[src/sv/rth_pkg.sv]
// Shared types and constants for the RGB to HSV pixel converter.
// Depends on nothing; the divider and the top level import it.
`timescale 1ns / 1ps
`default_nettype none

package rth_pkg;

    localparam int CHAN_W = 8;   // one color channel
    localparam int HUE_W  = 15;  // hue in 1/64 degree
    localparam int SAT_W  = 13;  // saturation, 4096 is full
    localparam int NUM_W  = 20;  // dividend: 3840*255 and 4096*255 fit
    localparam int DEN_W  = CHAN_W;
    localparam int QUO_W  = 13;  // quotients never exceed 4096

    localparam int HUE_SECTOR = 3840;   // 60 degrees
    localparam int HUE_GREEN  = 7680;   // 120 degrees
    localparam int HUE_BLUE   = 15360;  // 240 degrees
    localparam int HUE_FULL   = 23040;  // 360 degrees
    localparam int SAT_SHIFT  = 12;     // times 4096

    typedef struct packed {
        logic [CHAN_W-1:0] red;
        logic [CHAN_W-1:0] green;
        logic [CHAN_W-1:0] blue;
    } t_rgb;

    typedef struct packed {
        logic [HUE_W-1:0]  hue;
        logic [SAT_W-1:0]  saturation;
        logic [CHAN_W-1:0] brightness;
    } t_hsv;

endpackage

`default_nettype wire

[src/sv/rth_divider.sv]
// Pipelined restoring divider, one quotient bit per register stage.
// Depends on rth_pkg for operand and quotient widths.
`timescale 1ns / 1ps
`default_nettype none

module rth_divider
    import rth_pkg::*;
(
    input  wire logic             i_clk,
    input  wire logic             i_rst_n,
    input  wire logic             i_valid,
    input  wire logic [NUM_W-1:0] i_num,
    input  wire logic [DEN_W-1:0] i_den,
    output logic                  o_valid,
    output logic [QUO_W-1:0]      o_quo
);

    logic             r_valid [QUO_W];
    logic [QUO_W-1:0] r_quo   [QUO_W];
    logic [NUM_W-1:0] r_rem   [QUO_W-1];
    logic [DEN_W-1:0] r_den   [QUO_W-1];

    for (genvar k = 0; k < QUO_W; k++) begin : g_stage
        localparam int BIT = QUO_W - 1 - k;

        logic             w_valid_in;
        logic [NUM_W-1:0] w_rem_in;
        logic [DEN_W-1:0] w_den_in;
        logic [QUO_W-1:0] w_quo_in;
        logic [NUM_W-1:0] w_trial;
        logic [NUM_W-1:0] n_rem;
        logic [QUO_W-1:0] n_quo;

        if (k == 0) begin : g_first
            assign w_valid_in = i_valid;
            assign w_rem_in   = i_num;
            assign w_den_in   = i_den;
            assign w_quo_in   = '0;
        end else begin : g_next
            assign w_valid_in = r_valid[k-1];
            assign w_rem_in   = r_rem[k-1];
            assign w_den_in   = r_den[k-1];
            assign w_quo_in   = r_quo[k-1];
        end

        assign w_trial = NUM_W'(w_den_in) << BIT;

        always_comb begin
            n_rem = w_rem_in;
            n_quo = w_quo_in;
            if (w_rem_in >= w_trial) begin
                n_rem      = w_rem_in - w_trial;
                n_quo[BIT] = 1'b1;
            end
        end

        always_ff @(posedge i_clk) begin
            if (!i_rst_n) begin
                r_valid[k] <= 1'b0;
            end else begin
                r_valid[k] <= w_valid_in;
            end
            r_quo[k] <= n_quo;
        end

        // the last stage needs only the quotient
        if (k < QUO_W - 1) begin : g_carry
            always_ff @(posedge i_clk) begin
                r_rem[k] <= n_rem;
                r_den[k] <= w_den_in;
            end
        end
    end

    assign o_valid = r_valid[QUO_W-1];
    assign o_quo   = r_quo[QUO_W-1];

endmodule

`default_nettype wire

[src/sv/rgb_to_hsv_pixel.sv]
// RGB to HSV pixel converter: one pixel per clock, fully pipelined.
// Pipeline: a register for max/min and sector, then the two
// one-bit-per-stage dividers, then a register for the hue and saturation assembly.
// Throughput is one pixel every cycle; o_busy stays low, results cannot be stalled.
// Synchronous active-low reset clears the valid bits only; no result is
// produced for any cycle that was inside reset. Depends on rth_pkg, rth_divider.
`timescale 1ns / 1ps
`default_nettype none

module rgb_to_hsv_pixel
    import rth_pkg::*;
(
    input  wire logic i_clk,
    input  wire logic i_rst_n,
    input  wire logic i_start,
    input  wire t_rgb i_pixel,
    output logic      o_busy,
    output logic      o_valid,
    output t_hsv      o_hsv
);

    typedef enum logic [1:0] {
        SEC_RED,
        SEC_GREEN,
        SEC_BLUE
    } t_sector;

    typedef struct packed {
        t_sector           sector;
        logic              neg;
        logic              grey;
        logic              black;
        logic [CHAN_W-1:0] brightness;
    } t_side;

    // ---- front stage: max, min, sector and difference ----
    logic [CHAN_W-1:0] w_mx, w_mn, w_pa, w_pb;
    t_sector           w_sector;

    always_comb begin
        w_mx = i_pixel.red;
        w_mn = i_pixel.red;
        if (i_pixel.green > w_mx) w_mx = i_pixel.green;
        if (i_pixel.blue  > w_mx) w_mx = i_pixel.blue;
        if (i_pixel.green < w_mn) w_mn = i_pixel.green;
        if (i_pixel.blue  < w_mn) w_mn = i_pixel.blue;
        // red wins ties, then green
        if (w_mx == i_pixel.red) begin
            w_sector = SEC_RED;
            w_pa     = i_pixel.green;
            w_pb     = i_pixel.blue;
        end else if (w_mx == i_pixel.green) begin
            w_sector = SEC_GREEN;
            w_pa     = i_pixel.blue;
            w_pb     = i_pixel.red;
        end else begin
            w_sector = SEC_BLUE;
            w_pa     = i_pixel.red;
            w_pb     = i_pixel.green;
        end
    end

    logic              r_s0_valid;
    logic [CHAN_W-1:0] r_s0_mag;
    logic [CHAN_W-1:0] r_s0_delta;
    logic [CHAN_W-1:0] r_s0_mx;
    logic              r_s0_neg;
    t_sector           r_s0_sector;

    always_ff @(posedge i_clk) begin
        if (!i_rst_n) begin
            r_s0_valid <= 1'b0;
        end else begin
            r_s0_valid <= i_start && !o_busy;
        end
        r_s0_mag    <= (w_pa >= w_pb) ? (w_pa - w_pb) : (w_pb - w_pa);
        r_s0_neg    <= w_pa < w_pb;
        r_s0_delta  <= w_mx - w_mn;
        r_s0_mx     <= w_mx;
        r_s0_sector <= w_sector;
    end

    // ---- dividers ----
    logic [NUM_W-1:0] w_hue_num, w_sat_num;
    logic             w_hue_valid, w_sat_valid;
    logic [QUO_W-1:0] w_hue_quo, w_sat_quo;

    assign w_hue_num = NUM_W'(HUE_SECTOR) * NUM_W'(r_s0_mag);
    assign w_sat_num = NUM_W'(r_s0_delta) << SAT_SHIFT;

    rth_divider u_hue_div (
        .i_clk   (i_clk),
        .i_rst_n (i_rst_n),
        .i_valid (r_s0_valid),
        .i_num   (w_hue_num),
        .i_den   (r_s0_delta),
        .o_valid (w_hue_valid),
        .o_quo   (w_hue_quo)
    );

    rth_divider u_sat_div (
        .i_clk   (i_clk),
        .i_rst_n (i_rst_n),
        .i_valid (r_s0_valid),
        .i_num   (w_sat_num),
        .i_den   (r_s0_mx),
        .o_valid (w_sat_valid),
        .o_quo   (w_sat_quo)
    );

    // side data travels alongside the divider stages
    t_side r_side [QUO_W];
    t_side w_side_in;

    assign w_side_in = '{
        sector:     r_s0_sector,
        neg:        r_s0_neg,
        grey:       r_s0_delta == '0,
        black:      r_s0_mx == '0,
        brightness: r_s0_mx
    };

    always_ff @(posedge i_clk) begin
        r_side[0] <= w_side_in;
        for (int k = 1; k < QUO_W; k++) begin
            r_side[k] <= r_side[k-1];
        end
    end

    // ---- output stage: place hue in its sector ----
    t_side            w_side;
    logic [HUE_W-1:0] w_t;
    logic [HUE_W-1:0] n_hue;
    logic [SAT_W-1:0] n_sat;

    assign w_side = r_side[QUO_W-1];
    assign w_t    = HUE_W'(w_hue_quo);

    always_comb begin
        case (w_side.sector)
            SEC_RED:   n_hue = w_side.neg ? HUE_W'(HUE_FULL) - w_t : w_t;
            SEC_GREEN: n_hue = w_side.neg ? HUE_W'(HUE_GREEN) - w_t
                                          : HUE_W'(HUE_GREEN) + w_t;
            SEC_BLUE:  n_hue = w_side.neg ? HUE_W'(HUE_BLUE) - w_t
                                          : HUE_W'(HUE_BLUE) + w_t;
            default:   n_hue = '0;
        endcase
        if (w_side.grey) n_hue = '0;
        n_sat = w_side.black ? '0 : SAT_W'(w_sat_quo);
    end

    logic r_valid;
    t_hsv r_hsv;

    always_ff @(posedge i_clk) begin
        if (!i_rst_n) begin
            r_valid <= 1'b0;
        end else begin
            r_valid <= w_hue_valid && w_sat_valid;
        end
        r_hsv.hue        <= n_hue;
        r_hsv.saturation <= n_sat;
        r_hsv.brightness <= w_side.brightness;
    end

    assign o_busy  = 1'b0;
    assign o_valid = r_valid;
    assign o_hsv   = r_hsv;

endmodule

`default_nettype wire
[config.mk]
export PLATFORM = sky130hd
export DESIGN_NAME = rgb_to_hsv_pixel
export DESIGN_NICKNAME = d
export VERILOG_FILES = /design/src/sv/rth_pkg.sv /design/src/sv/rth_divider.sv /design/src/sv/rgb_to_hsv_pixel.sv
export SDC_FILE = /design/constraint.sdc
export NUM_CORES = 1
export LEC_CHECK = 0
export BUFFER_PORTS_ARGS = -buffer_cell sky130_fd_sc_hd__buf_2
export CORE_MARGIN = 3
export CORE_UTILIZATION = 55
export CTS_CLUSTER_DIAMETER = 100
export DETAILED_ROUTE_END_ITERATION = 6
export PLACE_DENSITY = 0.71
export RECOVER_POWER = 25
export SYNTH_ARGS = -nofsm -noshare
export SYNTH_HDL_FRONTEND = slang
export SYNTH_SLANG_ARGS = --single-unit
[constraint.sdc]
create_clock -name i_clk -period 10.47 [get_ports i_clk]
set_input_delay 2.094 -clock i_clk [delete_from_list [all_inputs] [get_ports i_clk]]
set_output_delay 2.094 -clock i_clk [all_outputs]
set_load 0.05 [all_outputs]
==> results of run 1 <==
worst max-delay path: cells and delay by family:
kind	cells	cell delay (ns)
XOR/XNOR	1	0.13
AO/OA/AOI/OAI	15	3.48
multiplexers	1	0.16
AND/OR/NAND/NOR	7	1.97
adder cells (fa/ha/maj)	4	1.17
buffers and inverters	5	0.80
final timing paths:
path	slack, ns	depth (start not counted)	endpoint	start
min reg2reg	0.31	0	u_sat_div.r_quo[8][7]	u_sat_div.r_quo[7][7]
max reg2reg	5.60	18	u_hue_div.r_rem[0][17]	r_s0_mag[0]
max	1.20	33	r_s0_mag[7]	i_pixel[17]
min	0.31	0	u_sat_div.r_quo[8][7]	u_sat_div.r_quo[7][7]
sequential cells by signal, summed over array words and instances (netlist names), 6 cells and up:
name	flops
r_s0_delta	8
u_hue_div.r_den	96
r_side	138
u_hue_div.r_quo	91
u_sat_div.r_rem	162
r_s0_mx	8
o_hsv	36
u_hue_div.r_rem	172
u_sat_div.r_valid	7
u_hue_div.r_valid	6
u_sat_div.r_den	31
u_sat_div.r_quo	91
r_s0_mag	8
stage by stage:
step	instance area [sq um]	setup slack (ns)	cells	hold WS [ns]
after floorplan	34900	2.24	3531	0.310
after global placement	36100	0.663	4379	0.310
after detailed placement	36100	0.689	4379	0.312
after CTS	39100	1.30	4535	0.316
after global routing	39100	0.372	4535	0.323
final	39100	1.20	4535	0.313
cells by family (layout without fill, tap and decap cells):
family,Yosys count,after routing,synth area share [%]
and+or+nand+nor,899,899,13.0
adders and majority gates,318,318,12.3
buffers and inverters,464,631,5.11
other,1,1,0.0107
muxes,72,72,2.20
DFF,859,859,49.3
AOI/OAI and AO/OA,685,685,12.3
xor gates and xnor gates,233,233,5.85
layer usage:
layer	wire length (um)	vias to the layer above
li1	-	12100
met1	25800	10600
met2	32100	329
met3	1860	128
met4	1970	0
met5	0	-
cell type report:
class / instances / area [sq um] / area share, %
Tap cell: 837 / 1050 / 2.68
Clock buffer: 114 / 2400 / 6.13
Clock inverter: 42 / 564 / 1.44
Multi-Input combinational cell: 2208 / 15900 / 40.8
Timing Repair Buffer: 84 / 473 / 1.21
Sequential cell: 859 / 17200 / 44.0
Inverter: 391 / 1470 / 3.75
cells in the final DEF (no fill, tap or decap), types with 15 or more instances in the layout:
| master | instances |
|---|---|
| a21boi_0 | 62 |
| a21o_1 | 36 |
| a21oi_1 | 140 |
| a31oi_1 | 20 |
| and2_1 | 28 |
| buf_2 | 63 |
| buf_4 | 21 |
| clkbuf_16 | 85 |
| clkbuf_8 | 16 |
| clkinv_2 | 17 |
| dfxtp_1 | 859 |
| fa_1 | 40 |
| ha_1 | 278 |
| inv_1 | 390 |
| mux2_2 | 36 |
| mux2i_1 | 35 |
| nand2_1 | 216 |
| nand2b_1 | 38 |
| nand3_1 | 54 |
| nand4_1 | 29 |
| nor2_1 | 235 |
| nor2b_1 | 73 |
| nor3_1 | 75 |
| nor4_1 | 28 |
| o21a_1 | 38 |
| o21ai_0 | 217 |
| o22a_1 | 16 |
| o22ai_1 | 15 |
| o31ai_1 | 47 |
| or3_1 | 32 |
| xnor2_1 | 129 |
| xor2_1 | 104 |
==> flow_summary.toml, run 1 <==
[grt]
busiest_layer = "met2"
grt_use_met2_pct = 35.9
grt_pass1_wl_um = 104000
grt_pass1_vias = 23100
use_met1_pct = 20.2
grt_overflow = 0
gr-usage-all-layers_pct = 18.5
antenna_found_initial = 0
grt_max_degree = 26
use_met3_pct = 2.69

[cells_and_area]
nets = 3973
area_growth_pct = 12.0
nFillCells = 5142
drive_gt1_share_pct = 8.03
fin_util_pct = 62.8
num_antenna_cells = 0

[run]
drv_cap = 0

[detailed_routing]
vias = 23200
route.detailed.drc = 0
drt.antenna.violating_nets = 0
dr.pass1.iters = 5
wl_um = 61700
avgRoutedWirePerCell_um = 13.6
routed_via_density = 5.11
first_iter_violations = 994

[synthesis]
synth_cell_type_count = 85
synth_nets = 3876
synth_commonest_cells = "859 x dfxtp_1, 390 x inv_1, 278 x ha_1, 235 x nor2_1, 217 x o21ai_0"
ys.warnings.count = 0
synth_top_area_share_pct = 49.3
ys_seq_area_share_pct = 49.3
synthFlopType = "dfxtp_1"
synth_area_leader_cell = "dfxtp_1"
netlist_area_sq_um = 34900
synth_area_leaders = "dfxtp_1 49%, ha_1 10%, inv_1 4.2%"
async_flop_share_pct = 0
synthCells = 3531
postSynthAreaPerCell_sq_um = 9.89
synthMostInstantiatedCell = "dfxtp_1"
ys_seq_elements = 859
synth-edff-count = 0

[worst_hold_path]
hp-class = "reg -> reg"

[clock_tree]
cts_buffer_depth = 3
clkTransAtPathRegs_ns = 0.06
cts_setup_buffers = 0
cts_tree = "yes"
clock-root-buffer = "clkbuf_16"
post_cts_resized = 0
hold_buffers = 0
clock_sinks = 859
clock_latency_ns = 0.63
htree_levels = 3
cts_buffers = 84

[placed_design]
dp_hpwl_um = 46300
numPortBuffers = 63
gp_routability_congestion = 0.901

[timing]
worstMarginPinSlew_ns = 1.27
drv_slew = 0
hold_viol = 0
period_minus_slack_ns = 9.27
setup_viol = 0
relSlewSlack_pct = 15.1
period_share_pct = 88.5
skew_ns = 0.0180
rsz0062_at_grt = "no"
fin_setup_tns_ns = 0
fmax_mhz = 108

[floorplan]
num_rows = 91
start_util_pct = 56.1
die_h_um = 258
die_x_um = 258
die_area_sq_um = 66500
pin_count = 65
coreArea_sq_um = 62300

[critical_path]
cp_slowest_cell = "and2_1"
critPathMaxFanout = 25
endpoint_kind = "flip-flop"
critPathMostFrequentCell = "a21oi_1"
startpoint_type = "input pin"
worst_ep_required_time_ns = 11.02
critical_path_class = "in -> reg"
max_stage_delay_ns = 0.71
critPathArrivalTime_ns = 9.82

[run_status]
status = "finished, final reports clean"
Power of run 1 is left out: the tool's default activity adds up to more than one toggle a clock period on the data nets, which glitch-free logic cannot reach.
==> inputs of run 2 (changes only) <==
--- a/config.mk
+++ b/config.mk
@@ -6,12 +6,14 @@
 export NUM_CORES = 1
 export LEC_CHECK = 0
 export BUFFER_PORTS_ARGS = -buffer_cell sky130_fd_sc_hd__buf_2
+export CORE_ASPECT_RATIO = 0.8
 export CORE_MARGIN = 3
 export CORE_UTILIZATION = 55
 export CTS_CLUSTER_DIAMETER = 100
 export DETAILED_ROUTE_END_ITERATION = 6
 export PLACE_DENSITY = 0.71
 export RECOVER_POWER = 25
+export SKIP_LAST_GASP = 1
 export SYNTH_ARGS = -nofsm -noshare
 export SYNTH_HDL_FRONTEND = slang
 export SYNTH_SLANG_ARGS = --single-unit
==> run 2 against run 1 <==
Against the previous run:
- utilization up 0.22 points
- global-route usage up 0.46 points
- hold slack better by 0.0025 ns
- fmax up 5.4%
- cell count down 0.37%
- critical path type unchanged
- critical endpoint unchanged
==> flow_summary.toml, run 2 (synthesis gave the netlist of run 1 again) <==
[critical_path]
max_stage_delay_ns = 0.38
startpoint_type = "input pin"
critPathMaxFanout = 22
reg2reg_depth = 19
endpoint_kind = "flip-flop"
worst_ep_required_time_ns = 10.97
critPathArrivalTime_ns = 9.30
critPathMostFrequentCell = "buf_4"
cp_slowest_cell = "fa_1"
critical_path_class = "in -> reg"

[timing]
rsz0062_at_grt = "no"
fin_setup_tns_ns = 0
fmax_mhz = 114
worstMarginPinSlew_ns = 1.03
drv_slew = 0
skew_ns = 0.0176
hold_viol = 0
setup_viol = 0
period_share_pct = 84.0
relSlewSlack_pct = 31.1
period_minus_slack_ns = 8.79
fin_ws_ns = 1.68
holdWs_ns = 0.315

[floorplan]
start_util_pct = 56.4
die_x_um = 288
coreArea_sq_um = 61900
die_h_um = 231
num_rows = 81
pin_count = 65
die_area_sq_um = 66600

[cells_and_area]
largest_reg_flops = 172
most-common-layout-cells = "859 x dfxtp_1, 390 x inv_1, 278 x ha_1"
nets = 3969
seq_area_sq_um = 17200
multi_input_comb_area_sq_um = 15900
num_antenna_cells = 0
largest_register = "u_hue_div.r_rem"
top_regs = "u_hue_div.r_rem x172, u_sat_div.r_rem x162, r_side x138"
fin_util_pct = 63.0
area_growth_pct = 11.7
nFillCells = 5099
drive_gt1_share_pct = 7.92
final_common_cell = "dfxtp_1"

[detailed_routing]
routed_via_density = 5.10
drt.antenna.violating_nets = 0
wl_um = 61700
vias = 23000
dr.pass1.iters = 5
first_iter_violations = 1194
avgRoutedWirePerCell_um = 13.6
route.detailed.drc = 0

[clock_tree]
cts_setup_buffers = 0
hold_buffers = 0
cts_tree = "yes"
cts_buffer_depth = 3
clock_sinks = 859
cts_buffers = 80
htree_levels = 3
clock_latency_ns = 0.61
clock-root-buffer = "clkbuf_16"
clkTransAtPathRegs_ns = 0.06
post_cts_resized = 0

[placed_design]
dp_hpwl_um = 46100
pre_cts_ws_ns = 1.22
numPortBuffers = 63
gp_routability_congestion = 0.916

[grt]
grt_pass1_wl_um = 105000
grt_use_met2_pct = 31.8
grt_overflow = 0
use_met3_pct = 3.58
gr-usage-all-layers_pct = 19.0
grt_max_degree = 37
antenna_found_initial = 0
grt_pass1_vias = 22500
use_met1_pct = 24.8
busiest_layer = "met2"

[run]
drv_cap = 0

[worst_hold_path]
whs_path_depth = 0
hp-class = "reg -> reg"

[run_status]
status = "finished, final reports clean"
==> run 2: path summary, 6_finish.rpt <==
check,startpoint,endpoint,slack (ns)
worst min register to register,u_hue_div.r_quo[8][4],u_hue_div.r_quo[9][4],0.32
worst min-delay path,u_hue_div.r_quo[8][4],u_hue_div.r_quo[9][4],0.32
worst max-delay path,i_pixel[17],r_s0_mag[7],1.68
worst max register to register,r_s0_mag[1],u_hue_div.r_rem[0][16],5.59
==> run 2: metrics by stage <==
stage	std cells	cell area, sq um
6_report	4518	39000
3_5_place_dp	4372	36100
4_1_cts	4518	39000
5_1_grt	4518	39000
3_3_place_gp	4372	36100
2_1_floorplan	3531	34900
==> run 2: layer usage <==
metal	vias up	part of all wire, %
met1	10400	47
met4	0	3.0
met3	140	4.0
met5	-	0
li1	12100	-
met2	380	46
==> run 2: worst max-delay path: cells and delay by family <==
kind	cells	cell delay (ns)
AOI/OAI and AO/OA	17	3.73
adders and majority gates	4	1.23
xor gates and xnor gates	1	0.13
buffers and inverters	8	1.44
and+or+nand+nor	4	0.67
==> run 2: area by class of cell <==
| class | count | area share [%] |
|---|---|---|
| Timing Repair Buffer | 84 | 1.21 |
| Clock inverter | 46 | 1.73 |
| Tap cell | 830 | 2.66 |
| Multi-Input combinational cell | 2208 | 40.9 |
| Sequential cell | 859 | 44.1 |
| Inverter | 391 | 3.76 |
| Clock buffer | 100 | 5.66 |
Power of run 2 is left out for the same reason.
==> inputs of run 3 (changes only) <==
--- a/config.mk
+++ b/config.mk
@@ -5,6 +5,7 @@
 export SDC_FILE = /design/constraint.sdc
 export NUM_CORES = 1
 export LEC_CHECK = 0
+export ABC_AREA = 1
 export BUFFER_PORTS_ARGS = -buffer_cell sky130_fd_sc_hd__buf_2
 export CORE_ASPECT_RATIO = 0.8
 export CORE_MARGIN = 3
==> constraint.sdc (replaced) <==
create_clock -name i_clk -period 9.15 [get_ports i_clk]
set_input_delay 1.83 -clock i_clk [delete_from_list [all_inputs] [get_ports i_clk]]
set_output_delay 1.83 -clock i_clk [all_outputs]
set_load 0.05 [all_outputs]
==> run 3 against run 2 <==
Against the previous run:
- design area increased by 1.1%
- clock-buffer cell count increased by 10
- critical path type unchanged
- register-to-register slack got worse by 1.0 ns
- highest routed layer is now met5
- hold slack got worse by 0.015 ns
==> flow_summary.toml, run 3 <==
[timing]
relSlewSlack_pct = 35.5
skew_ns = 0.0333
drv_slew = 0
fin_setup_tns_ns = 0
worstMarginPinSlew_ns = 0.965
fmax_mhz = 129
holdWs_ns = 0.301
fin_ws_ns = 1.39
hold_viol = 0
rsz0062_at_grt = "no"
setup_viol = 0
period_share_pct = 84.8
period_minus_slack_ns = 7.76

[run]
drv_cap = 0

[clock_tree]
cts_setup_buffers = 0
hold_buffers = 0
clock_latency_ns = 0.63
cts_buffers = 81
clock-root-buffer = "clkbuf_16"
htree_levels = 3
post_cts_resized = 0
cts_buffer_depth = 3
clock_sinks = 859
cts_tree = "yes"
clkTransAtPathRegs_ns = 0.07

[placed_design]
numPortBuffers = 63
gp_routability_congestion = 0.929
dp_hpwl_um = 48400
pre_cts_ws_ns = 0.761
placed_cells = 4867

[detailed_routing]
wl_um = 64100
avgRoutedWirePerCell_um = 12.8
routed_via_density = 4.93
drt.antenna.violating_nets = 0
first_iter_violations = 1223
vias = 24700
dr.pass1.iters = 6
route.detailed.drc = 0

[critical_path]
startpoint_type = "input pin"
cp_slowest_cell = "inv_2"
critPathMostFrequentCell = "nand2_1"
endpoint_kind = "flip-flop"
regToRegSetupSlack_ns = 4.58
critical_path_class = "in -> reg"
worst_ep_required_time_ns = 9.66
reg2reg_depth = 17
critPathArrivalTime_ns = 8.27
max_stage_delay_ns = 0.39
critPathMaxFanout = 34

[synthesis]
ys.warnings.count = 0
synth_area_leaders = "dfxtp_1 49%, ha_1 9.8%, nand2_1 6.7%"
synth_nets = 4360
synth_xor_area_share_pct = 5.98
synth_top_area_share_pct = 48.6
synth_compound_area_share_pct = 9.06
ys_seq_area_share_pct = 48.6
synth_cell_type_count = 62
synthSimpleGateAreaFrac_pct = 16.9
synth_mux_area_share_pct = 0.152
ys_seq_elements = 859
synth_area_leader_cell = "dfxtp_1"
synth_commonest_cells = "859 x dfxtp_1, 633 x nand2_1, 582 x inv_1, 311 x nor2_1, 278 x ha_1"
synth_top_family_by_area = "simple AND/OR/NAND/NOR gates"
synthCells = 4015
synth-edff-count = 0
netlist_area_sq_um = 35400
synthAdderAreaFrac_pct = 12.1
async_flop_share_pct = 0
synthFlopType = "dfxtp_1"
synthMostInstantiatedCell = "dfxtp_1"
postSynthAreaPerCell_sq_um = 8.82

[cells_and_area]
fin_cells = 5016
area_growth_pct = 11.3
largest_reg_flops = 172
most-common-layout-cells = "859 x dfxtp_1, 633 x nand2_1, 582 x inv_1"
drive_gt1_share_pct = 7.09
final_common_cell = "dfxtp_1"
nets = 4455
top_regs = "u_hue_div.r_rem x172, u_sat_div.r_rem x162, r_side x138"
largest_register = "u_hue_div.r_rem"

[floorplan]
start_util_pct = 56.0
num_rows = 82
pin_count = 65
coreArea_sq_um = 63200
die_x_um = 290
die_h_um = 233
die_area_sq_um = 67500

[grt]
grt_max_degree = 35
grt_overflow = 0
grt_pass1_vias = 24300
gr-usage-all-layers_pct = 19.5
antenna_found_initial = 5
grt_pass1_wl_um = 110000

[worst_hold_path]
hp-class = "reg -> reg"
whs_path_depth = 0

[run_status]
status = "finished, final reports clean"
run 3: path summary, 6_finish.rpt:
path,startpoint,endpoint
setup reg to reg,r_s0_mag[1],u_hue_div.r_rem[0][18]
hold reg to reg,r_side[0][8],r_side[0][21]
setup / recovery,i_pixel[23],r_s0_mag[5]
hold / removal,r_side[0][8],r_side[0][21]
run 3: cell families after synthesis:
group / after synthesis
multiplexers: 5
AND/OR/NAND/NOR: 1351
XOR/XNOR: 242
adder cells (fa/ha/maj): 318
buffers and inverters: 650
AO/OA/AOI/OAI: 589
flip-flops: 859
other: 1
run 3: final cells by class:
type,instances,area [sq um]
sequential,859,17200
fill,5263,23800
tap,840,1050
clock inverter,38,636
antenna,1,2.50
timing repair buffer,65,330
clock buffer,110,2310
inverter,597,2240
multi-input combinational,2506,15700
run 3: through the flow:
stage	utilization (%)	cell area, sq um
detailed placement	57.7	36500
global route	62.4	39400
CTS	62.4	39400
finish	62.4	39400
floorplan	-	35400
global placement	57.7	36500
run 3: per-layer routing:
metal,up-vias,global-route usage (%),wire (um)
met3,132,3.71,2690
met4,10,5.67,1680
met5,-,0,57
li1,13100,-,-
met2,386,33.5,29700
met1,11100,24.8,30000
run 3: critical path: cells and delay by family:
family                     cells  cell delay, ns
AOI/OAI and AO/OA              3            0.56
xor gates and xnor gates       1            0.14
adders and majority gates      3            1.01
buffers and inverters          4            0.92
muxes                          1            0.35
and+or+nand+nor               24            3.44
Power of run 3 is left out for the same reason.
